<file path="src/rtl/rsl_pkg.sv">
// Shared types, constants and helper functions for the ray versus sphere list
// nearest-hit block. Every module of the block imports this package.
`default_nettype none

package rsl_pkg;

  localparam int MAX_SPHERES_DEF = 64;

  // Q16.16 constants.
  localparam logic signed [31:0] Q_ONE    = 32'sd65536;
  localparam logic signed [31:0] T_MIN    = 32'sd655;
  localparam logic signed [31:0] FAR_DIST = 32'sh7fffffff;
  localparam logic signed [31:0] OFS_Y    = 32'sd196608;   // 3.0
  localparam logic signed [31:0] OFS_Z    = -32'sd262144;  // -4.0

  // Widths of the shared arithmetic units.
  localparam int DIV_NUM_W = 48;
  localparam int DIV_DEN_W = 32;
  localparam int SQRT_IN_W = 64;
  localparam int SQRT_RT_W = 32;
  localparam int ACC_W     = 50;

  localparam logic OPER_LOAD  = 1'b0;
  localparam logic OPER_TRACE = 1'b1;

  localparam logic [1:0] KIND_NONE   = 2'd0;
  localparam logic [1:0] KIND_FLOOR  = 2'd1;
  localparam logic [1:0] KIND_SPHERE = 2'd2;

  typedef struct packed {
    logic              operation;
    logic [5:0]        sphere_index;
    logic signed [31:0] sphere_k;
    logic signed [31:0] sphere_j;
    logic signed [31:0] origin_x;
    logic signed [31:0] origin_y;
    logic signed [31:0] origin_z;
    logic signed [31:0] dir_x;
    logic signed [31:0] dir_y;
    logic signed [31:0] dir_z;
  } in_t;

  typedef struct packed {
    logic [1:0]         hit_kind;
    logic signed [31:0] distance;
    logic signed [31:0] normal_x;
    logic signed [31:0] normal_y;
    logic signed [31:0] normal_z;
  } out_t;

  // Datapath operations issued by the controller, one per cycle.
  typedef enum logic [3:0] {
    OP_NOP, OP_LOAD, OP_TRACE, OP_PDIV, OP_PFIN, OP_READ, OP_PSET, OP_MUL,
    OP_ACC, OP_SQ1, OP_SFIN, OP_TAKE, OP_SQ2, OP_LEN, OP_NDIV, OP_NFIN
  } op_t;

  // Product terms of the per-sphere sequence, in issue order.
  typedef enum logic [3:0] {
    TM_PD0, TM_PD1, TM_PD2, TM_PP0, TM_PP1, TM_PP2, TM_BB,
    TM_DS0, TM_DS1, TM_DS2, TM_VV0, TM_VV1, TM_VV2
  } term_t;

  typedef struct packed {
    op_t        op;
    term_t      term;
    logic [1:0] comp;
    logic       next_idx;
    logic       out_load;
  } cmd_t;

  typedef struct packed {
    logic unit_done;
    logic none_tested;
    logic last;
    logic quad_ok;
    logic s_ok;
  } sts_t;

  function automatic logic signed [31:0] sat32(input logic signed [63:0] x);
    logic signed [31:0] r;
    if (x > 64'sh000000007fffffff) begin
      r = FAR_DIST;
    end else if (x < -64'sh0000000080000000) begin
      r = 32'sh80000000;
    end else begin
      r = x[31:0];
    end
    return r;
  endfunction

  // Magnitude of a signed word as an unsigned word; the most negative value maps to 2^31.
  function automatic logic [31:0] mag32(input logic signed [31:0] x);
    logic [31:0] r;
    if (x[31]) begin
      r = ~x + 32'd1;
    end else begin
      r = x;
    end
    return r;
  endfunction

endpackage

`default_nettype wire

</file>
<file path="src/rtl/rsl_ctrl.sv">
// Controller: sequences the plane test and the walk over the sphere table,
// and owns both handshakes. Depends on rsl_pkg.
`default_nettype none

module rsl_ctrl (
  input  wire logic          clk,
  input  wire logic          rst,
  input  wire logic          in_valid,
  output logic               in_ready,
  input  wire logic          in_oper,
  output logic               out_valid,
  input  wire logic          out_ready,
  output rsl_pkg::cmd_t      cmd,
  input  wire rsl_pkg::sts_t sts
);
  import rsl_pkg::*;

  typedef enum logic [16:0] {
    S_IDLE   = 17'h00001,
    S_PSTART = 17'h00002,
    S_PWAIT  = 17'h00004,
    S_READ   = 17'h00008,
    S_PSET   = 17'h00010,
    S_MUL    = 17'h00020,
    S_ACC    = 17'h00040,
    S_CMP    = 17'h00080,
    S_SQS    = 17'h00100,
    S_SQW    = 17'h00200,
    S_TEST   = 17'h00400,
    S_LSTART = 17'h00800,
    S_LWAIT  = 17'h01000,
    S_NSTART = 17'h02000,
    S_NWAIT  = 17'h04000,
    S_NEXT   = 17'h08000,
    S_OUT    = 17'h10000
  } state_t;

  state_t     state, state_next;
  term_t      term, term_next;
  logic [1:0] comp, comp_next;
  logic       out_valid_next;
  logic       slot_free;

  assign slot_free = !out_valid || out_ready;

  always_comb begin
    state_next   = state;
    term_next    = term;
    comp_next    = comp;
    in_ready     = 1'b0;
    cmd.op       = OP_NOP;
    cmd.term     = term;
    cmd.comp     = comp;
    cmd.next_idx = 1'b0;
    cmd.out_load = 1'b0;
    case (state)
      S_IDLE: begin
        in_ready = 1'b1;
        if (in_valid) begin
          if (in_oper == OPER_LOAD) begin
            cmd.op = OP_LOAD;
          end else begin
            cmd.op     = OP_TRACE;
            state_next = S_PSTART;
          end
        end
      end
      S_PSTART: begin
        cmd.op     = OP_PDIV;
        state_next = S_PWAIT;
      end
      S_PWAIT: begin
        if (sts.unit_done) begin
          cmd.op     = OP_PFIN;
          state_next = sts.none_tested ? S_OUT : S_READ;
        end
      end
      S_READ: begin
        cmd.op     = OP_READ;
        state_next = S_PSET;
      end
      S_PSET: begin
        cmd.op     = OP_PSET;
        term_next  = TM_PD0;
        state_next = S_MUL;
      end
      S_MUL: begin
        cmd.op     = OP_MUL;
        state_next = S_ACC;
      end
      S_ACC: begin
        cmd.op     = OP_ACC;
        state_next = S_MUL;
        case (term)
          TM_PD0: term_next = TM_PD1;
          TM_PD1: term_next = TM_PD2;
          TM_PD2: term_next = TM_PP0;
          TM_PP0: term_next = TM_PP1;
          TM_PP1: term_next = TM_PP2;
          TM_PP2: term_next = TM_BB;
          TM_BB:  state_next = S_CMP;
          TM_DS0: term_next = TM_DS1;
          TM_DS1: term_next = TM_DS2;
          TM_DS2: term_next = TM_VV0;
          TM_VV0: term_next = TM_VV1;
          TM_VV1: term_next = TM_VV2;
          TM_VV2: state_next = S_LSTART;
          default: state_next = S_NEXT;
        endcase
      end
      S_CMP: begin
        state_next = sts.quad_ok ? S_SQS : S_NEXT;
      end
      S_SQS: begin
        cmd.op     = OP_SQ1;
        state_next = S_SQW;
      end
      S_SQW: begin
        if (sts.unit_done) begin
          cmd.op     = OP_SFIN;
          state_next = S_TEST;
        end
      end
      S_TEST: begin
        if (sts.s_ok) begin
          cmd.op     = OP_TAKE;
          term_next  = TM_DS0;
          state_next = S_MUL;
        end else begin
          state_next = S_NEXT;
        end
      end
      S_LSTART: begin
        cmd.op     = OP_SQ2;
        state_next = S_LWAIT;
      end
      S_LWAIT: begin
        if (sts.unit_done) begin
          cmd.op     = OP_LEN;
          comp_next  = 2'd0;
          state_next = S_NSTART;
        end
      end
      S_NSTART: begin
        cmd.op     = OP_NDIV;
        state_next = S_NWAIT;
      end
      S_NWAIT: begin
        if (sts.unit_done) begin
          cmd.op = OP_NFIN;
          if (comp == 2'd2) begin
            state_next = S_NEXT;
          end else begin
            comp_next  = comp + 2'd1;
            state_next = S_NSTART;
          end
        end
      end
      S_NEXT: begin
        cmd.next_idx = 1'b1;
        state_next   = sts.last ? S_OUT : S_READ;
      end
      S_OUT: begin
        if (slot_free) begin
          cmd.out_load = 1'b1;
          state_next   = S_IDLE;
        end
      end
      default: begin
        state_next = S_IDLE;
      end
    endcase
  end

  // A waiting word stays until taken; a new one loads only into a free slot.
  assign out_valid_next = (state == S_OUT && slot_free) ? 1'b1 : (out_valid && !out_ready);

  always_ff @(posedge clk) begin
    if (rst) begin
      state     <= S_IDLE;
      term      <= TM_PD0;
      comp      <= 2'd0;
      out_valid <= 1'b0;
    end else begin
      state     <= state_next;
      term      <= term_next;
      comp      <= comp_next;
      out_valid <= out_valid_next;
    end
  end

  a_out_from_seq: assert property (@(posedge clk) disable iff (rst)
    $rose(out_valid) |-> $past(state) == S_OUT)
    else $error("result word raised outside the output step");

  a_wait_hold: assert property (@(posedge clk) disable iff (rst)
    state == S_SQW && !sts.unit_done |=> state == S_SQW)
    else $error("square root wait left without completion");

  a_trace_start: assert property (@(posedge clk) disable iff (rst)
    in_valid && in_ready && in_oper == OPER_TRACE |=> state == S_PSTART)
    else $error("trace word did not start the plane test");

endmodule

`default_nettype wire

</file>
<file path="config.mk">
export PLATFORM = sky130hd
export DESIGN_NAME = rsl_ctrl
export DESIGN_NICKNAME = d
export VERILOG_FILES = /design/src/rtl/rsl_pkg.sv /design/src/rtl/rsl_ctrl.sv
export SDC_FILE = /design/constraint.sdc
export NUM_CORES = 1
export LEC_CHECK = 0
export ABC_AREA = 1
export BUFFER_PORTS_ARGS = -buffer_cell sky130_fd_sc_hd__clkbuf_2
export CORE_MARGIN = 2
export CORE_UTILIZATION = 57
export DETAILED_ROUTE_END_ITERATION = 10
export PLACE_DENSITY_LB_ADDON = 0.05
export SYNTH_ARGS = -nofsm -noshare
export SYNTH_HDL_FRONTEND = slang
export SYNTH_SLANG_ARGS = --single-unit
</file>
<file path="constraint.sdc">
create_clock -name clk -period 1.8 [get_ports clk]
set_clock_uncertainty 0.05 [all_clocks]
set_input_delay 0.36 -clock clk [delete_from_list [all_inputs] [get_ports clk]]
set_output_delay 0.36 -clock clk [all_outputs]
set_load 0.02 [all_outputs]
</file>
==> out/summary.txt, run 1 <==
status: finished with violations
failing checks: setup timing
P_leak: 1.415 nW
share of layout cells above drive strength 1: 0.4563
Starting Density: 0.5950
Yosys reg bits: 24
largest net degree at the start of global routing: 18
Clk Tree Root Cell: clkbuf_4
CTS tree: built
Hold Path Class: in -> reg
Worst Path Required: 1.39 ns
CTS hold repair buffers: 0
Placed Cells: 381
final setup margin: -0.4383 ns
total track usage: 0.3080
Top Ports: 24
First-pass DRT Iterations: 5
main flop type after synthesis: dfxtp_1
Initial DRC Count: 104
final count of negative-setup-slack endpoints: 21
final wirelength: 6009 microns
Final min period: 2.238 ns
Slew Limit Headroom: 0.6042
CORE AREA: 3028 sq um
Die Ht: 60.22 microns
Final HPWL DP: 3804 microns
first-pass GRT wire length: 8197 microns
# rows: 20
clk_lat worst skew: 0.34 ns
post-route ant nets: 0
worst setup slack after placement: -0.1260 ns
Vias: 2172
Placer Congestion: 0.9332
Peak VDD IR: 0.6890 mV
synthesized net count: 291
most frequent cells in the layout: 44 x inv_1, 44 x nor2_1, 43 x buf_4, 40 x nand2_1, 17 x nand3_1
number of enable flip-flop cells after synthesis: 0
I/O Buffers: 23
critical path arrival: 1.83 ns
Inserted Clock Buffers: 3
Synth cell types: 32
die area: 3626 sq um
Max Fclk: 446.8 MHz
nets@finish: 367
Avg Cell Area, Syn: 6.435 sq um
Critical Path Source Type: flop
Crit. End Element: output pin
Tcrit/Tclk final: 1.243
unrepaired setup endpoints after global routing: yes
critical path type: reg -> out
DRC: 0
CP max FO: 4
die width: 60.22 microns
post-synthesis cell area: 1802 sq um
Cell Pwr Density: 1009 nW/um^2
Fin. Hold Viols: 0
Least-Margin Pin Slew: 0.5930 ns
H-tree levels: 1
antenna cells: 0
Final TNS setup: -5.673 ns
Final Util: 0.8876
sequential share of the synthesized area: 0.2667
vias in the first global route: 1863
Clock transition at path regs: 0.15 ns
Yosys warning total: 0
Layout area overhead: 49.17%
initial antenna violation count: 0
MaxCap Viol Count: 0
Clock Sinks: 24
Via-to-Cell Ratio: 5.444
max-slew violations: 0
Remaining Overflow, GRT: 0
async set or reset register ratio after synthesis: 0
final non-filler cell total: 399
post-DR wirelength/cell: 15.06 microns
Syn Inst Count: 280
Clock Path Buffers: 2
[cells in the mapped netlist, types with 2 or more instances]
cell type | n | area [sq um]
nand2_2 | 5 | 31.28
inv_1 | 48 | 180.2
nor2_1 | 59 | 221.5
nand2_4 | 4 | 45.04
nor2_4 | 2 | 22.52
nand3_1 | 21 | 105.1
nand3_4 | 6 | 105.1
a21oi_1 | 6 | 30.03
nand2_1 | 49 | 183.9
nand3_2 | 4 | 40.04
o211ai_1 | 2 | 15.01
inv_2 | 3 | 11.26
buf_6 | 2 | 22.52
nor2_2 | 4 | 25.02
o22ai_1 | 2 | 12.51
o21ai_2 | 2 | 17.52
nand3b_1 | 7 | 52.55
o21ai_1 | 2 | 10.01
nand4_1 | 7 | 43.79
dfxtp_1 | 24 | 480.5
o21ai_0 | 5 | 25.02
nor3_1 | 6 | 30.03
[cells by family (layout without fill, tap and decap cells)]
family	Yosys count	in the layout	share of synthesized area
AND/OR/NAND/NOR	180	180	0.5368
buffers and inverters	56	131	0.1285
flip-flops	24	24	0.2667
adder cells (fa/ha/maj)	1	1	0.006943
AO/OA/AOI/OAI	19	19	0.06111
[final timing paths]
kind	startpoint	end	slack (ns)	cells after the start
min	sts[1]	state[8]	0.18	3
min reg2reg	state[12]	state[12]	0.49	2
max	state[6]	cmd[0]	-0.44	10
max reg2reg	state[6]	state[9]	-0.29	16
[area by class of cell]
cell class	instances	area [sq um]
clock buffers	3	22.52
clock inverters	1	30.03
fillers	163	340.3
inverters	52	205.2
multi-input cells	200	1269
flip-flops and latches	24	498.0
well taps	44	55.05
repair buffers	75	608.1
[stage by stage]
step	hold slack, ns	area, sq um	total power, mW
2_1_floorplan	0.4513	1802	1.445
3_3_place_gp	0.4509	2238	1.824
3_5_place_dp	0.4688	2238	1.855
4_1_cts	0.1820	2522	2.484
5_1_grt	0.2051	2688	2.831
6_report	0.1822	2688	2.710
[worst max-delay path, cell delays in order, from the launching register on]
cell	delay, ns
dfxtp_2	0.36
nor2_4	0.11
nand2_2	0.08
nor2_4	0.18
buf_6	0.14
buf_4	0.10
buf_6	0.10
buf_6	0.10
nand3_4	0.09
nor2_4	0.10
buf_8	0.11
[per-layer routing]
| metal | wire length [microns] | track usage |
|---|---|---|
| met1 | 2260 | 0.3668 |
| met2 | 3001 | 0.5481 |
| met3 | 481 | 0.03680 |
| met4 | 265 | 0.1333 |
| met5 | 0 | 0 |
[flip-flops by register name, summed over array words and instances, names as in the netlist]
signal / cells
state: 17
term: 4
comp: 2
out_valid: 1
[what timing repair did]
item | 4_1_cts | 5_1_grt
pin swaps | 15 | 13
gates resized for setup | 54 | 41
endpoints found under the setup margin | 17 | 23
buffers inserted | 6 | 9
[where the power goes]
group          switching, mW  total, mW  internal (mW)
combinational          0.938       1.65          0.716
sequential            0.0477      0.641          0.594
clock                  0.190      0.416          0.226
(Power assumes the default switching activity.)
==> run 2: changes to the inputs <==
--- a/config.mk
+++ b/config.mk
@@ -8,7 +8,7 @@
 export ABC_AREA = 1
 export BUFFER_PORTS_ARGS = -buffer_cell sky130_fd_sc_hd__clkbuf_2
 export CORE_MARGIN = 2
-export CORE_UTILIZATION = 57
+export CORE_UTILIZATION = 52
 export DETAILED_ROUTE_END_ITERATION = 10
 export PLACE_DENSITY_LB_ADDON = 0.05
 export SYNTH_ARGS = -nofsm -noshare
==> constraint.sdc (replaced) <==
create_clock -name clk -period 2 [get_ports clk]
set_clock_uncertainty 0.05 [all_clocks]
set_input_delay 0.3 -clock clk [delete_from_list [all_inputs] [get_ports clk]]
set_output_delay 0.3 -clock clk [all_outputs]
set_load 0.02 [all_outputs]
==> out/summary.txt, run 2 (synthesis gave the netlist of run 1 again) <==
Clock Path Buffers: 2 (unchanged)
post-route ant nets: 0 (unchanged)
vias in the first global route: 1880 (was 1863)
MaxCap Viol Count: 0 (unchanged)
Remaining Overflow, GRT: 0 (unchanged)
Clock Sinks: 24 (unchanged)
Via-to-Cell Ratio: 5.142 (was 5.444)
multi-input combinational cell area: 1221 sq um (was 1269 sq um)
Layout area overhead: 32.57% (was 49.17%)
Inserted Clock Buffers: 3 (unchanged)
Max Fclk: 463.3 MHz
r2r worst-path depth: 13 (was 16)
most frequent cells in the layout: 47 x inv_1, 47 x nor2_1, 44 x nand2_1, 23 x buf_4, 19 x nand3_1 (was 44 x inv_1, 44 x nor2_1, 43 x buf_4, 40 x nand2_1, 17 x nand3_1)
share of layout cells above drive strength 1: 0.3700 (was 0.4563)
Die Ht: 62.87 microns (was 60.22 microns)
Worst path max stage delay: 0.36 ns (about the same)
biggest registers after layout: state (17), term (4), comp (2) (unchanged)
Fin. Hold Viols: 0 (unchanged)
First-pass DRT Iterations: 4 (was 5)
Clock transition at path regs: 0.15 ns (about the same)
I/O Buffers: 23 (unchanged)
Critical Path Source Type: flop (unchanged)
Least-Margin Pin Slew: 0.5926 ns (was 0.5930 ns)
CORE AREA: 3337 sq um (was 3028 sq um)
critical path type: reg -> out (unchanged)
post-DR wirelength/cell: 13.45 microns (was 15.06 microns)
Tcrit/Tclk final: 1.079
unrepaired setup endpoints after global routing: yes (unchanged)
final non-filler cell total: 373 (was 399)
Reg with most FFs: state (unchanged)
CP most frequent cell: nor2_4
worst reg2reg endpoint: state[9] (unchanged)
Crit. End Element: output pin (unchanged)
register area: 505.5 sq um (was 498.0 sq um)
Top Ports: 24 (unchanged)
Worst Path Required: 1.65 ns (was 1.39 ns)
die width: 62.87 microns (was 60.22 microns)
total track usage: 0.2679 (was 0.3080)
Hold Crit Depth: 3 (unchanged)
status: finished with violations (unchanged)
final setup margin: -0.1584 ns (was -0.4383 ns)
initial antenna violation count: 0 (unchanged)
Vias: 1918 (was 2172)
largest net degree at the start of global routing: 18 (unchanged)
Clk Tree Root Cell: clkbuf_4 (unchanged)
Starting Density: 0.5399 (was 0.5950)
Cell Pwr Density: 887.1 nW/um^2 (was 1009 nW/um^2)
DRC: 0 (unchanged)
Final HPWL DP: 3526 microns (was 3804 microns)
critical path arrival: 1.81 ns (was 1.83 ns)
Slew Limit Headroom: 0.6045 (was 0.6042)
Slowest-stage cell, CP: dfxtp_2 (unchanged)
Placed Cells: 352 (was 381)
critical path cell sequence: nor2_4 > nand2_2 > nor2_4 > buf_6 > nand3_4 > nor2_1 > inv_1 > nand2_1 > nor2_2 > o211ai_1 > buf_4 (was nor2_4 > nand2_2 > nor2_4 > buf_6 > buf_4 > buf_6 > buf_6 > nand3_4 > nor2_4 > buf_8)
die area: 3952 sq um (was 3626 sq um)
clk_lat worst skew: 0.32 ns (was 0.34 ns)
# rows: 21 (was 20)
Power Total: 2.119 mW (was 2.710 mW)
failing checks: setup timing (unchanged)
max reg flops: 17 (unchanged)
Placer Congestion: 0.9017 (was 0.9332)
max-slew violations: 0 (unchanged)
Peak VDD IR: 0.5265 mV (was 0.6890 mV)
R2R setup slack: 0.10 ns (was -0.29 ns)
CP max FO: 3 (was 4)
Final min period: 2.158 ns
nets@finish: 339 (was 367)
final wirelength: 5018 microns (was 6009 microns)
Initial DRC Count: 133 (was 104)
FF-to-FF Start: state[13] (was state[6])
P_leak: 1.263 nW (was 1.415 nW)
final count of negative-setup-slack endpoints: 5 (was 21)
Setup crit end: cmd[10] (was cmd[0])
Hold Path Class: in -> reg (unchanged)
first-pass GRT wire length: 8500 microns (was 8197 microns)
crit path launch: state[4] (was state[6])
Hold Slack: 0.1441 ns (was 0.1822 ns)
H-tree levels: 1 (unchanged)
antenna cells: 0 (unchanged)
Fill cells: 293 (was 163)
CTS tree: built (unchanged)
Final TNS setup: -0.6286 ns (was -5.673 ns)
run 2: routing by layer:
metal,vias up,track usage,share of wire
li1,976,-,-
met1,896,0.3560,0.44
met2,42,0.4654,0.51
met3,4,0.02883,0.041
met4,0,0.05833,0.0064
met5,-,0,0
run 2: repair_timing:
| item | in CTS | in global routing |
|---|---|---|
| pin swaps | 10 | 11 |
| hold buffers | 0 | 0 |
| setup endpoints to repair | 6 | 11 |
| endpoints found under the hold margin | 0 | 0 |
| gates resized for setup | 40 | 34 |
| setup buffers | 12 | 6 |
run 2: report_power, final:
part / leakage, nW / internal [mW] / switching, mW
Combinational: 1.03 / 0.436 / 0.727
Sequential: 0.201 / 0.536 / 0.0537
Clock: 0.0279 / 0.203 / 0.164
run 2: worst min path at each step:
stage                       start        to  slack [ns]
after floorplan            sts[1]  state[8]        0.39
after global placement    comp[1]   comp[1]        0.46
after detailed placement  comp[1]   comp[1]        0.46
after CTS                  sts[1]  state[8]        0.15
after global routing       sts[1]  state[8]        0.15
final                      sts[1]  state[8]        0.14
run 2: per-stage QoR:
step	cell area, sq um	util	setup WS, ns
after floorplan	1802	-	0.3095
after global placement	1996	0.5981	0.01942
after detailed placement	1996	0.5981	0.05086
after CTS	2267	0.6794	-0.1762
after global routing	2389	0.7158	-0.2286
final	2389	0.7158	-0.1584
run 2: cell type report:
| type | instances | area share |
|---|---|---|
| Multi-Input combinational cell | 200 | 0.5113 |
| Sequential cell | 24 | 0.2116 |
| Timing Repair Buffer | 47 | 0.1451 |
| Inverter | 52 | 0.08591 |
| Tap cell | 46 | 0.02410 |
| Clock inverter | 1 | 0.01257 |
| Clock buffer | 3 | 0.009429 |
run 2: worst max-delay path, delay by kind of cell (launching register included):
family                 cells  cell delay [ns]
and+or+nand+nor            7             0.65
buffers and inverters      3             0.39
DFF                        1             0.36
AOI/OAI and AO/OA          1             0.09
